==> src/design/fcl_pkg.sv <==
// Shared types and constants of the 2D friction contact local solver.
`default_nettype none
package fcl_pkg;

    localparam int VW      = 32;  // value field width
    localparam int MUW     = 16;  // friction coefficient width
    localparam int MU_BITS = 12;  // fraction bits of the friction coefficient
    localparam int QDEPTH  = 8;   // job queue depth
    localparam int QAW     = $clog2(QDEPTH);
    localparam int QLW     = QAW + 1;

    typedef enum logic [1:0] {
        MODE_SEPARATED  = 2'd0,
        MODE_STICK      = 2'd1,
        MODE_SLIDE_NEG  = 2'd2,
        MODE_SLIDE_POS  = 2'd3
    } t_mode;

    typedef enum logic [1:0] {
        ST_OK       = 2'd0,
        ST_SINGULAR = 2'd1,
        ST_ZERO_DIV = 2'd2
    } t_status;

    typedef enum logic [1:0] {
        KIND_SOLVE = 2'd0,
        KIND_SEP   = 2'd1,
        KIND_SING  = 2'd2
    } t_kind;

    // classified contact handed from front to back
    typedef struct packed {
        logic signed [31:0] wnn;
        logic signed [31:0] wnt;
        logic signed [31:0] qn;
        logic [15:0]        mu;
        logic signed [63:0] d;
        logic signed [63:0] num0;
        logic signed [63:0] num1;
        t_kind              kind;
    } t_job;

endpackage
`default_nettype wire

==> src/design/fcl_queue.sv <==
// Job queue between front end and back end.
`default_nettype none
module fcl_queue (
    input  logic                    i_clk,
    input  logic                    i_rst_n,
    input  logic                    i_push,
    input  fcl_pkg::t_job           i_job,
    input  logic                    i_pop,
    output fcl_pkg::t_job           o_job,
    output logic                    o_empty,
    output logic [fcl_pkg::QLW-1:0] o_level
);
    import fcl_pkg::*;

    t_job           r_mem [QDEPTH];
    logic [QAW-1:0] r_wr, r_rd;
    logic [QLW-1:0] r_count;

    always_ff @(posedge i_clk) begin
        if (!i_rst_n) begin
            r_wr    <= '0;
            r_rd    <= '0;
            r_count <= '0;
        end else begin
            if (i_push) r_wr <= r_wr + 1'b1;
            if (i_pop)  r_rd <= r_rd + 1'b1;
            r_count <= r_count + QLW'(i_push) - QLW'(i_pop);
        end
    end

    always_ff @(posedge i_clk) begin
        if (i_push) r_mem[r_wr] <= i_job;
    end

    assign o_job   = r_mem[r_rd];
    assign o_empty = (r_count == '0);
    assign o_level = r_count;

    a_no_overflow: assert property (@(posedge i_clk) disable iff (!i_rst_n)
        (i_push && !i_pop) |-> (r_count < QLW'(QDEPTH)))
        else $error("queue push while full");
    a_no_underflow: assert property (@(posedge i_clk) disable iff (!i_rst_n)
        i_pop |-> (r_count != '0))
        else $error("queue pop while empty");
    a_count_up: assert property (@(posedge i_clk) disable iff (!i_rst_n)
        (i_push && !i_pop) |=> (r_count == QLW'($past(r_count) + 1'b1)))
        else $error("queue level out of step with pushes");

endmodule
`default_nettype wire

==> config.mk <==
export PLATFORM = sky130hd
export DESIGN_NAME = fcl_queue
export DESIGN_NICKNAME = d
export VERILOG_FILES = /design/src/design/fcl_pkg.sv /design/src/design/fcl_queue.sv
export SDC_FILE = /design/constraint.sdc
export NUM_CORES = 2
export LEC_CHECK = 0
export BUFFER_PORTS_ARGS = -buffer_cell sky130_fd_sc_hd__clkbuf_2
export CORE_UTILIZATION = 40
export CTS_CLUSTER_DIAMETER = 150
export DETAILED_ROUTE_END_ITERATION = 6
export SLEW_MARGIN = 20
export SYNTH_ARGS = -nofsm -noshare
export SYNTH_HDL_FRONTEND = slang
export SYNTH_SLANG_ARGS = --single-unit
==> constraint.sdc <==
create_clock -name i_clk -period 24.4 [get_ports i_clk]
set_input_delay 3.66 -clock i_clk [delete_from_list [all_inputs] [get_ports i_clk]]
set_output_delay 3.66 -clock i_clk [all_outputs]
set_load 0.02 [all_outputs]
==> impl_results.md <==
- Run status: complete, no violations
- Sw Ratio: 21.9%
- DRT Wirelength: 200000 µm
- Crit share post-route: between 30% and 40%
- Worst hold stages: 2
- Leading cell type in the layout, fill and taps excluded: edfxtp_1
- Clock Latency Late Sink: between 0.8 and 0.9 ns
- Placed insts: 7154
- First-pass GRT wire length: 289000 µm
- Psw: 2.06 mW
- Placed instance area: 99000 µm²
- IR drop worst, VDD: 69.7 µV
- Synth Instances: between 3000 and 4000
- Cell variety after synth: 23
- Drt initial violations: 2868
- Multiplexer area fraction after synthesis: 18.7%
- Adder-cell share of the synthesized area: 0.116%
- CP max-delay cell: buf_4
- Final Hold Viols: 0
- Final TNS setup: 0 ns
- Worst path max stage delay: 0.79 ns
- Hold path startpoint: r_rd[1]$_SDFFE_PN0P_
- Worst Path Arrival: 6.07 ns
- Hold buffers post-CTS: 0
- Leak pwr: 33.9 nW
- Hpwl dp: about 110000 µm
- Initial Util: 40.2%
- Max Slew Vio Count: 0
- Core area: approximately 230000 µm²
- Vias/cell: roughly 5.3
- Post-synthesis simple-gate area fraction: 0.157%
- RSZ-0062 raised after global routing: no
- CTS tree: built
- Number of port buffers: 620
- Placement Setup Slack: about 15 ns
- Critical path launch point type: register
- Synth Area in Compound Gates: less than 1%
- Met1 Use GR: 23.3%
- # IOs: 621
- Final Wtd Congestion: 0.729
- P per Cell Area: 87.9 nW/µm²
- Slew @ Worst Pin: 1.17 ns
- Post-cts gate resize count: 0
- NumNets Final: ~4700
- GRT Total Usage: between 10% and 20%
- Pint: 7.37 mW
- Clock tree buffer depth: 4
- H-Tree Depth: 5
- Register area share after synthesis: between 70% and 80%
- Logic pwr share: 8.5%
- Detailed Routing Iterations Pass 1: 5
- Final Setup Violations: 0
- Reg2reg path depth: 5
- R2r endpoint: r_mem[2][200]$_DFFE_PP_
- Synth warnings: 0
- Post-CTS setup buffers: 0
- Routed Antenna Nets: 0
- Sequential Power Share: 50.8%
- Final WS setup: about 15 ns
- Reg-to-reg critical path startpoint: r_wr[1]$_SDFFE_PN0P_
- Crit Path Max Fanout: 106
- Total power: 9.44 mW
- Slew headroom: between 20% and 30%
- Avg Cell Area, Syn: ~26 µm²
- Largest net degree at the start of global routing: 168
- GRT Max-Usage Layer: met2
- Post-route DRC violation count: 0
- Critical path class: reg2out
- Largest family of logic cells by synthesized area: multiplexers
- Routed length per instance: 26.3 µm
- Fin util: ~47%
- Critical Path RT: 20.74 ns
- Clock transition at the registers of the reported paths: approximately 0.060 ns
- Clock root buffer: clkbuf_16
- Clk network pwr share: between 40% and 50%
- Via count: just over 40000
- Vias in the first global route: 42374
- Synth Register Bits: between 2000 and 2500
- Fmax achieved: 0.103 GHz
- Proportion of layout cells with a drive suffix above 1: a little over two fifths
- Most frequent cells in the layout: 2448 x edfxtp_1, 620 x clkbuf_2, 612 x mux4_2, 306 x mux2_2, 281 x clkbuf_16
- Worst path cell trace: buf_4 > buf_4 > buf_4 > buf_12 > mux4_2 > mux2_2 > clkbuf_2
- Worst hold slack: between 0.5 and 0.6 ns
- Post-synthesis xor/xnor area fraction: 0.0473%
- Hold/Removal Path Class: reg2reg
- Area added between synthesis and finish: 16.1%
- Clk sink count: roughly 2500
- Num rows: 176
- Max Clock Skew: 0.0429 ns
- Die Ht: slightly below 500 µm
- Synth Cell Area: about 93000 µm²
- Post-Syn Nets: between 3000 and 4000
- Finished Layout Cells: 7625
- Met2 Use GR: 25.7%
- Total grt overflow: 0
- Crit end category: output port
- DIE AREA: about 230000 µm²
- Max Cap Violations: 0
- Most frequent CP cell: buf_4
- Finished Cell Area: 107000 µm²
- Die outline width: 483 µm
- Reg2Reg Setup Slack: 20.05 ns
- CTS Buf Count: 275
- Initial antenna violation count: 51
- Met3 usage: 5.90%
- Tmin final: 9.73 ns
## final cells by class
| cell class | count | area (µm²) |
|---|---|---|
| Fill cell | 18866 | 123000 |
| Clock inverter | 120 | 1040 |
| Timing Repair Buffer | 697 | 3810 |
| Inverter | 7 | 26.3 |
| Clock buffer | 339 | 7250 |
| Sequential cell | 2461 | 73800 |
| Multi-Input combinational cell | 964 | 17600 |
| Antenna cell | 11 | 27.5 |
| Tap cell | 3026 | 3790 |
## cell usage after synthesis
library cell,n,area (µm²)
inv_1,7,26.3
and2_1,7,43.8
xor2_1,2,17.5
buf_2,13,65.1
fa_1,1,20.0
and3_1,1,6.26
nor2_1,6,22.5
buf_1,38,143
ha_1,7,87.6
xnor2_1,3,26.3
mux4_2,612,13800
a21oi_1,1,5.00
mux2_2,306,3450
dfxtp_1,13,260
edfxtp_1,2448,73500
nor2b_1,3,18.8
nand2b_1,4,25.0
a21o_1,1,7.51
nor3_1,2,10.0
nand2_1,5,18.8
buf_6,64,721
mux2i_1,3,30.0
clkbuf_1,56,210
## worst max-delay path, delay by kind of cell (launching register included)
family	cells	cell delay, ns
buffers and inverters	5	3.27
muxes	2	0.89
DFF	1	0.70
## flip-flops by register name, summed over array words and instances, names as in the netlist, named ones only
| name | count |
|---|---|
| r_wr | 3 |
| r_mem | 2448 |
| o_level | 4 |
| r_rd | 3 |
## power by group through the flow
| stage | logic (mW) | clock network (mW) | registers, mW |
|---|---|---|---|
| after floorplan | 0.516 | 0 | 4.92 |
| after global placement | 0.803 | 0 | 4.88 |
| after detailed placement | 0.811 | 0 | 4.88 |
| after CTS | 0.814 | 3.95 | 4.79 |
| after global routing | 0.855 | 4.11 | 4.80 |
| final | 0.798 | 3.85 | 4.79 |
## layer usage
layer,part of all wire (%),up-vias
met2,46,1219
met4,2.2,76
met1,42,21866
li1,-,17178
met3,9.2,348
met5,0.24,-
## how the worst max path moves through the flow
stage | from | endpoint | slack (ns) | cells after the start
after detailed placement | register | o_job[151] | 15.40 | 7
after global routing | register | o_job[141] | 14.08 | 7
after floorplan | i_push | r_mem[2][0]$_DFFE_PP_ | 6.95 | 2
after global placement | register | o_job[151] | 15.39 | 7
final | register | o_job[148] | 14.67 | 7
after CTS | register | o_job[148] | 14.37 | 7
## cell families after synthesis
family,Yosys count
and+or+nand+nor,28
muxes,921
adders and majority gates,8
xor gates and xnor gates,5
buffers and inverters,178
DFF,2461
AOI/OAI and AO/OA,2
(Power assumes the default switching activity.)
